File: config.mk
export PLATFORM = sky130hd
export DESIGN_NAME = pccb_ser
export DESIGN_NICKNAME = d
export VERILOG_FILES = /design/src/rtl/pccb_pkg.sv /design/src/rtl/pccb_ser.sv
export VERILOG_INCLUDE_DIRS = /design/src /design/src/rtl
export SDC_FILE = /design/constraint.sdc
export NUM_CORES = 1
export LEC_CHECK = 0
export BUFFER_PORTS_ARGS = -buffer_cell sky130_fd_sc_hd__clkbuf_2
export CORE_ASPECT_RATIO = 0.8
export CORE_MARGIN = 2
export CORE_UTILIZATION = 25
export CTS_BUF_LIST = sky130_fd_sc_hd__clkbuf_8
export DETAILED_ROUTE_END_ITERATION = 8
export GPL_ROUTABILITY_DRIVEN = 0
export PLACE_DENSITY = 0.44
export SYNTH_ARGS = -nofsm -noshare
export SYNTH_HDL_FRONTEND = slang
export SYNTH_SLANG_ARGS = --single-unit
File: constraint.sdc
create_clock -name clk -period 35.1 [get_ports clk]
set_input_delay 0 -clock clk [delete_from_list [all_inputs] [get_ports clk]]
set_output_delay 0 -clock clk [all_outputs]
set_load 0.02 [all_outputs]
File: src/rtl/primitive_cull_and_command_build_top_defines.svh
// ----------------------------------------------------------------------------
// primitive_cull_and_command_build_top_defines
// Assertion macros used by the RTL serializer.
// ----------------------------------------------------------------------------
`ifndef PRIMITIVE_CULL_AND_COMMAND_BUILD_TOP_DEFINES_SVH
`define PRIMITIVE_CULL_AND_COMMAND_BUILD_TOP_DEFINES_SVH
// assert that a implies b on the same edge
`define PCCB_ASSERT_IMP(label, clk, rst_n, a, b) \
	label: assert property (@(posedge clk) disable iff (!rst_n) (a) |-> (b)) \
		else $error("assertion failed");
// assert that a implies b on the next edge
`define PCCB_ASSERT_NEXT(label, clk, rst_n, a, b) \
	label: assert property (@(posedge clk) disable iff (!rst_n) (a) |=> (b)) \
		else $error("assertion failed");
`endif

File: src/rtl/pccb_pkg.sv
// ----------------------------------------------------------------------------
// pccb_pkg
// Types, constants and helpers for primitive cull and command build.
// ----------------------------------------------------------------------------
package pccb_pkg;
	localparam logic [31:0] CMD_G4    = 32'h08000000;
	localparam logic [31:0] CMD_G4C   = 32'h38000000;
	localparam logic [31:0] CMD_FT4C  = 32'h2c000000;
	localparam logic [31:0] CMD_GT4C  = 32'h3c000000;
	localparam logic [31:0] CMD_G3    = 32'h06000000;
	localparam logic [31:0] CMD_G3C   = 32'h30000000;
	localparam logic [31:0] CMD_GT3C  = 32'h34000000;
	localparam logic [31:0] CMD_T9    = 32'h09000000;
	localparam logic [31:0] CMD_T12   = 32'h0c000000;
	localparam logic [31:0] COL_MASK  = 32'h00ffffff;
	localparam logic [31:0] HI_MASK   = 32'hffff0000;

	typedef enum logic [2:0] {
		RSN_NONE = 3'd0, RSN_OUTCODE = 3'd1, RSN_SKIP = 3'd2, RSN_BACK = 3'd3,
		RSN_ZERO = 3'd4, RSN_DEPTH = 3'd5, RSN_LIGHT = 3'd6
	} reason_t;

	typedef enum logic [2:0] {
		KIND_G3 = 3'd0, KIND_GT3 = 3'd1, KIND_G4 = 3'd2, KIND_GT4 = 3'd3, KIND_BB = 3'd4
	} kind_t;

	localparam logic [1:0] CFG_ORIGIN = 2'd0;
	localparam logic [1:0] CFG_SHIFT  = 2'd1;
	localparam logic [1:0] CFG_FOG    = 2'd2;

	typedef struct packed {
		logic [31:0] depth_origin;
		logic [31:0] depth_shift_word;
		logic [31:0] fog_offset;
	} cfg_t;

	// result header shared by all words of one primitive
	typedef struct packed {
		logic        emitted;
		logic        supported;
		kind_t       kind;
		logic [1:0]  origin;
		logic [30:0] bin;
		reason_t     reason;
		logic [2:0]  next;
		logic [3:0]  count;
	} hdr_t;

	function automatic logic [31:0] asr32(input logic [31:0] v, input logic [4:0] sh);
		asr32 = 32'($signed(v) >>> sh);
	endfunction
endpackage

File: src/rtl/pccb_ser.sv
// ----------------------------------------------------------------------------
// pccb_ser
// Serializes one packet a word per cycle onto the output stream while out_ready is high.
// ----------------------------------------------------------------------------
`include "primitive_cull_and_command_build_top_defines.svh"
module pccb_ser (
	input  logic           clk,
	input  logic           arst_n,
	input  logic           in_valid,
	output logic           in_ready,
	input  pccb_pkg::hdr_t in_hdr,
	input  logic [31:0]    in_pk [13],
	output logic           out_valid,
	input  logic           out_ready,
	output logic [31:0]    out_word,
	output logic           out_last,
	output pccb_pkg::hdr_t out_hdr
);
	import pccb_pkg::*;

	logic        busy_q;
	logic [3:0]  idx_q;
	hdr_t        hdr_q;
	logic [31:0] pk_q [13];
	logic        last, done;

	assign last = (idx_q + 4'd1) == hdr_q.count;
	assign done = busy_q && out_ready && last;
	assign in_ready = !busy_q || done;

	always_ff @(posedge clk or negedge arst_n) begin
		if (!arst_n) begin
			busy_q <= 1'b0;
			idx_q <= '0;
		end else if (in_valid && in_ready) begin
			busy_q <= 1'b1;
			idx_q <= '0;
		end else if (busy_q && out_ready) begin
			if (last) busy_q <= 1'b0;
			idx_q <= idx_q + 4'd1;
		end
	end

	always_ff @(posedge clk) begin
		if (in_valid && in_ready) begin
			hdr_q <= in_hdr;
			pk_q <= in_pk;
		end
	end

	assign out_valid = busy_q;
	assign out_word = pk_q[idx_q];
	assign out_last = last;
	assign out_hdr = hdr_q;

	`PCCB_ASSERT_IMP(a_idx_range, clk, arst_n, busy_q, idx_q < hdr_q.count)
	`PCCB_ASSERT_IMP(a_rej_one, clk, arst_n, busy_q && !hdr_q.emitted, last)
	`PCCB_ASSERT_NEXT(a_done_idle, clk, arst_n, done && !in_valid, !busy_q)
endmodule

==> impl_metrics.csv, run 1 <==
group,metric,value,unit
run_status,status,"did not finish",
run_status,haltStage,"4_1_cts",
run_status,toolErrorMsg,"[ERROR RSZ-0060] Max buffer count reached.",
synthesis,synth-compound-area-share,0.0392,
synthesis,syn_inst,737,
synthesis,netlist_area,17300,um2
cts,clock_path_buffers,3,
cts,cts_root_buf,"clkbuf_8",
synthesis,synth.distinct_cells,31,
synthesis,synth_adder_area_share,0.000723,
synthesis,yosysSeqAreaShare,0.813,
synthesis,synthSimpleGateAreaFrac,0.00470,
synthesis,avgSynthCellArea,23.5,um2
die,die_w,298,um
placement,portBuffers,550,
synthesis,synth_top_family_by_area,"multiplexers",
cts,htreeDepth,3,
synthesis,synth_ff_type,"edfxtp_1",
synthesis,yosys_warnings,0,
cts,post_cts_resized,0,
synthesis,synthMuxAreaShare,0.126,
die,start_util,0.252,
die,die_h,239,um
synthesis,synth_edf_count,464,
cts,cts.sink_count,469,
die,pin_count,551,
die,rows,86,
placement,dp_hpwl,33.9,mm
cts,numCtsBuffers,83,
synthesis,synth-seq-cells,469,
cts,post_cts_buffers,0,
cts,hold_buffers,467,
synthesis,synth_xor_area_frac,0.00304,
synthesis,async_flop_share,0.0107,
synthesis,syn-num-nets,1206,
placement,dpl_cell_area,21100,um2
[cells by family after synthesis]
logic type | after synthesis
buffers and inverters | 42
muxes | 97
and+or+nand+nor | 15
adders and majority gates | 1
xor gates and xnor gates | 6
AOI/OAI and AO/OA | 107
DFF | 469
[synthesized netlist by cell type (2+ instances only)]
cell type / count / area [um2]
edfxtp_1: 464 / 13900
mux4_2: 96 / 2160
a21oi_1: 37 / 185
a22oi_1: 32 / 240
o22ai_1: 32 / 200
clkbuf_1: 16 / 60.1
buf_2: 11 / 55.1
buf_4: 8 / 60.1
dfrtp_1: 5 / 125
nand2_1: 3 / 11.3
nand4_1: 3 / 18.8
nor2_1: 3 / 11.3
xnor2_1: 3 / 26.3
xor2_1: 3 / 26.3
and3_1: 2 / 12.5
buf_6: 2 / 22.5
inv_1: 2 / 7.51
o211a_1: 2 / 20.0
[through the flow]
step	setup slack, ns	util	std cells	hold slack (ns)
2_1_floorplan	10.21	-	737	-0.296
3_5_place_dp	30.02	0.308	2185	-0.156
3_3_place_gp	30.10	0.308	2185	-0.162
==> run 2, diff against run 1 <==
--- a/config.mk
+++ b/config.mk
@@ -7,13 +7,11 @@
 export NUM_CORES = 1
 export LEC_CHECK = 0
 export BUFFER_PORTS_ARGS = -buffer_cell sky130_fd_sc_hd__clkbuf_2
-export CORE_ASPECT_RATIO = 0.8
 export CORE_MARGIN = 2
-export CORE_UTILIZATION = 25
-export CTS_BUF_LIST = sky130_fd_sc_hd__clkbuf_8
+export CORE_UTILIZATION = 20
 export DETAILED_ROUTE_END_ITERATION = 8
 export GPL_ROUTABILITY_DRIVEN = 0
-export PLACE_DENSITY = 0.44
+export PLACE_DENSITY_LB_ADDON = 0.15
 export SYNTH_ARGS = -nofsm -noshare
 export SYNTH_HDL_FRONTEND = slang
 export SYNTH_SLANG_ARGS = --single-unit
==> impl_metrics.csv, run 2 <==
group,metric,value,unit
run_status,status,"completed",
synthesis,syn_inst,737,
synthesis,yosysMostFrequentCell,"edfxtp_1",
cts,hold_buffers,469,
route,ant_nets,0,
timing,rsz0062_at_grt,"false",
synthesis,yosys-top-cells-area,"edfxtp_1, mux4_2, a22oi_1",
finish,layout_common_cells,"clkbuf_2, dlygate4sd3_1, edfxtp_1",
setup_path,worstPathMaxFanout,75,
setup_path,crit_start,"idx_q[1]",
cts,tritoncts,"done",
setup_path,cpMostUsedCell,"buf_4",
setup_path,cpMaxStageDelayCell,"dfrtp_4",
power,total_power,1830,uW
finish,synthToLayoutAreaGrowth,60.9,%
timing,max_freq,166,MHz
route,drtIter0Drc,548,
timing,setup_viol,0,
setup_path,cp.arrival,6.26,ns
grt,track_usage,0.127,
finish,largest_reg_flops,416,
route,via_count,11557,
grt,grt_overflow_total,0,
grt,first_global_vias,13191,
setup_path,worst_ep_required_time,35.33,ns
setup_path,rrSetupSlack,29.07,ns
route,routed_wl,57.0,mm
placement,placed_cells,2407,
power,leakage,0.0103,uW
cts,clock_latency,0.61,ns
route,wl_per_cell,19.1,um
synthesis,avgSynthCellArea,23.5,um2
timing,fin_crit_sh,0.172,
die,fp.dieArea,88900,um2
flow_run,cap_violations,0,
synthesis,synth_edf_count,464,
setup_path,crit_type,"reg -> reg",
setup_path,rr_worst_depth,9,
power,ir_drop,0.0000506,V
placement,dp_hpwl,38.5,mm
setup_path,reg2reg_from,"idx_q[1]",
cts,numCtsBuffers,57,
timing,drv_slew,0,
min_path,whs_endpoint,"pk_q[338]",
timing,hold_ws,0.0994,ns
finish,final_common_cell,"clkbuf_2",
die,core-area,85400,um2
timing,setup_ws,29.07,ns
synthesis,syn-num-nets,1206,
power,power_density,65.8,nW/um2
synthesis,synthTopCellsByCount,"edfxtp_1, mux4_2, a21oi_1",
die,die_h,298,um
cts,clock_path_buffers,3,
timing,worst_slew_pin_slew,1.03,ns
die,start_util,0.203,
route,first_pass_iters,5,
synthesis,yosys.area.top_type,"edfxtp_1",
synthesis,synth-seq-cells,469,
route,post_drt_via_cell_ratio,3.88,
cts,path_clk_slew,0.06,ns
cts,cts.sink_count,469,
cts,cts_root_buf,"clkbuf_16",
setup_path,end_kind,"register",
placement,portBuffers,550,
die,die_w,298,um
synthesis,yosysSeqAreaShare,0.813,
min_path,worstHoldStart,"in_pk[338]",
timing,timing.setup.tns,0,ns
setup_path,critPathLaunchType,"register",
min_path,hp-class,"in -> reg",
synthesis,netlist_area,17300,um2
grt,grt_max_degree,80,
synthesis,async_flop_share,0.0107,
synthesis,synth.distinct_cells,31,
synthesis,yosys_warnings,0,
grt,grt_antenna_before_repair,4,
finish,nets,2260,
synthesis,synth_ff_type,"edfxtp_1",
setup_path,critPathMaxStageDelay,0.92,ns
cts,post_cts_buffers,0,
timing,final.setup_skew,0.0192,ns
synthesis,synth.top_cell.area_share,0.805,
die,rows,107,
setup_path,crit_chain,"ha_1 > xor2_1 > nor2_1 > nand4_1 > a21oi_4 > buf_4 > buf_4 > buf_4 > buf_4",
finish,drive_gt1_frac,0.408,
cts,post_cts_resized,0,
cts,htreeDepth,2,
finish,regMostFlops,"pk_q",
placement,dp_slack,28.96,ns
grt,grt_pass1_wl,84.5,mm
route,post-route-drc-count,0,
finish,layout.cells.non_filler,2982,
min_path,hold_depth,2,
timing,min_period,6.03,ns
setup_path,reg2reg_to,"pk_q[19]",
die,pin_count,551,
timing,slew_headroom,0.315,
timing,final_hold_viol_count,0,
-- run 2: cell counts after synthesis --
Identical to the previous run, type by type.
-- run 2: final cells by class --
cell class                      instances  area (um2)
Timing Repair Buffer                 1035        7570
Clock buffer                           68        1510
Fill cell                            8514       57600
Inverter                                2        7.51
Clock inverter                         36         231
Sequential cell                       469       14100
Multi-Input combinational cell        226        3020
Antenna cell                            2        5.00
Tap cell                             1144        1430
-- run 2: through the flow --
| stage | instance area (um2) | utilization |
|---|---|---|
| after global routing | 27800 | 0.326 |
| after CTS | 27800 | 0.326 |
| after floorplan | 17300 | - |
| after detailed placement | 21400 | 0.251 |
| after global placement | 21400 | 0.251 |
| final | 27800 | 0.326 |
-- run 2: worst max path at each step --
stage / cells after the start / to
2_1_floorplan: 5 / out_hdr[0]
3_3_place_gp: 9 / pk_q[338]
3_5_place_dp: 9 / pk_q[274]
4_1_cts: 9 / pk_q[114]
5_1_grt: 9 / pk_q[19]
6_report: 9 / pk_q[19]
-- run 2: layer usage --
metal,track usage,wire (um),part of all wire
met1,0.153,23300,0.41
met2,0.225,29300,0.51
met3,0.0318,3320,0.058
met4,0.0342,1080,0.019
met5,0,11,0.00019
-- run 2: report_power, final --
group | internal, uW | leakage, uW | switching, uW
Clock | 319 | 0.000849 | 234
Sequential | 705 | 0.00424 | 41.5
Combinational | 227 | 0.00521 | 306
Total | 1250 | 0.0103 | 581
-- run 2: worst max-delay path: cells and delay by family (launching register included) --
| kind | cells | cell delay (ns) |
|---|---|---|
| compound gates | 1 | 0.21 |
| xor+xnor | 1 | 0.15 |
| simple gates | 2 | 0.49 |
| buf+inv | 4 | 3.26 |
| fa+ha+maj | 1 | 0.40 |
| flops | 1 | 0.92 |
-- run 2: cell families after synthesis --
logic type,synth area share
fa+ha+maj,0.000723
buf+inv,0.0141
flops,0.813
simple gates,0.00470
xor+xnor,0.00304
mux,0.126
compound gates,0.0392
Power figures use the tool's default switching activity.
==> run 3, diff against run 2 <==
==> constraint.sdc (replaced) <==
create_clock -name clk -period 4.85 [get_ports clk]
set_input_delay 0 -clock clk [delete_from_list [all_inputs] [get_ports clk]]
set_output_delay 0 -clock clk [all_outputs]
set_load 0.02 [all_outputs]
==> impl_metrics.csv, run 3 (synthesis gave the netlist of run 2 again) <==
group,metric,value,unit
cts,numCtsBuffers,56,
grt,gr-usage-met1,0.158,
die,start_util,0.203,
grt,met2_usage,0.219,
min_path,hp-class,"in -> reg",
placement,dpl_cell_area,21500,um2
power,power_density,480,nW/um2
setup_path,crit_type,"reg -> out",
timing,max_freq,278,MHz
route,post-route-drc-count,0,
setup_path,crit_chain,"buf_4 > buf_4 > mux4_2 > o22ai_1 > a21oi_1 > clkbuf_2",
timing,final.setup_skew,0.0342,ns
setup_path,worstPathMaxFanout,35,
die,die_w,298,um
finish,synthToLayoutAreaGrowth,61.8,%
setup_path,cpMaxStageDelayCell,"buf_4",
die,fp.dieArea,88900,um2
timing,rsz0062_at_grt,"false",
placement,dp_slack,1.42,ns
die,rows,107,
finish,fin_area,28000,um2
finish,regMostFlops,"pk_q",
timing,fin_crit_sh,0.742,
timing,setup_viol,0,
run_status,status,"completed",
setup_path,end_kind,"output port",
setup_path,critPathLaunchType,"register",
grt,grt_max_degree,77,
finish,largest_reg_flops,416,
die,die_h,298,um
route,post_drt_via_cell_ratio,3.88,
timing,final_hold_viol_count,0,
timing,worst_slew_pin_slew,0.958,ns
timing,slew_headroom,0.361,
grt,first_global_vias,13274,
timing,setup_ws,1.25,ns
timing,drv_slew,0,
finish,nets,2267,
power,ir_drop,0.000335,V
route,first_pass_iters,5,
finish,layout_common_cells,"clkbuf_2, dlygate4sd3_1, edfxtp_1",
cts,htreeDepth,2,
setup_path,rrSetupSlack,1.53,ns
route,via_count,11587,
cts,tritoncts,"done",
finish,drive_gt1_frac,0.413,
finish,final_common_cell,"clkbuf_2",
grt,grt_antenna_before_repair,5,
grt,track_usage,0.126,
finish,layout.cells.non_filler,2987,
cts,clock_path_buffers,3,
grt,grt_overflow_total,0,
cts,cts_root_buf,"clkbuf_16",
timing,min_period,3.60,ns
route,wl_per_cell,19.1,um
cts,path_clk_slew,0.06,ns
cts,clock_latency,0.61,ns
die,pin_count,551,
setup_path,path_buf_inv,3,
timing,hold_ws,0.0917,ns
setup_path,critPathTopFamily,"buffers and inverters",
route,routed_wl,57.0,mm
setup_path,cp.arrival,3.60,ns
placement,dp_hpwl,38.4,mm
route,ant_nets,0,
flow_run,cap_violations,0,
setup_path,critPathMaxStageDelay,0.69,ns
placement,portBuffers,550,
grt,busiest_layer,"met2",
grt,grt_pass1_wl,83.8,mm
power,leakage,0.0104,uW
setup_path,worst_ep_required_time,4.85,ns
route,drtIter0Drc,633,
die,core-area,85400,um2
placement,placed_cells,2415,
grt,grt_use_met3,0.0275,
setup_path,cpMostUsedCell,"buf_4",
cts,cts.sink_count,469,
==> run 3: final timing paths <==
kind / startpoint / end / cells past startpoint
max: idx_q[0] / out_word[3] / 6
min: in_pk[340] / pk_q[340] / 2
max reg2reg: idx_q[0] / out_hdr[31] / 7
min reg2reg: idx_q[3] / idx_q[3] / 2
max in group asynchronous: arst_n / idx_q[1] / 3
min in group asynchronous: arst_n / idx_q[0] / 3
==> run 3: metal layers <==
metal / vias to the layer above / routed length, um / share of wire
met1: 5809 / 23700 / 0.42
met2: 393 / 28800 / 0.51
met4: 0 / 1230 / 0.022
li1: 5302 / - / -
met3: 83 / 3210 / 0.056
met5: - / 0 / 0
==> run 3: layout make-up <==
| class | instances | area (um2) |
|---|---|---|
| Antenna cell | 5 | 12.5 |
| Clock buffer | 66 | 1440 |
| Clock inverter | 32 | 349 |
| Fill cell | 8471 | 57400 |
| Inverter | 2 | 7.51 |
| Multi-Input combinational cell | 226 | 3020 |
| Sequential cell | 469 | 14100 |
| Tap cell | 1144 | 1430 |
| Timing Repair Buffer | 1043 | 7660 |
==> run 3: stage by stage <==
| step | utilization | setup TNS, ns | total power [uW] |
|---|---|---|---|
| floorplan | - | -2057.92 | 7880 |
| global placement | 0.252 | 0 | 9190 |
| detailed placement | 0.252 | 0 | 9210 |
| CTS | 0.328 | 0 | 13700 |
| global route | 0.328 | 0 | 14100 |
| finish | 0.328 | 0 | 13400 |
==> run 3: repair_timing <==
action	4_1_cts	5_1_grt
resized for setup	0	0
setup buffers	0	0
setup endpoints to repair	0	0
hold endpoints to repair	474	0
hold buffers	469	0
==> run 3: worst reg2reg max path, stage by stage, from the launching register on <==
cell     delay (ns)
dfrtp_4        0.63
ha_2           0.35
xor2_1         0.14
nor2_1         0.22
nand4_1        0.25
a21oi_4        0.59
buf_12         0.27
buf_4          0.48
==> run 3: report_power, final <==
group / leakage (uW) / switching (uW) / internal [uW]
combinational: 0.00526 / 2370 / 1680
sequential: 0.00424 / 168 / 5090
clock: 0.000873 / 1720 / 2390
total: 0.0104 / 4260 / 9160
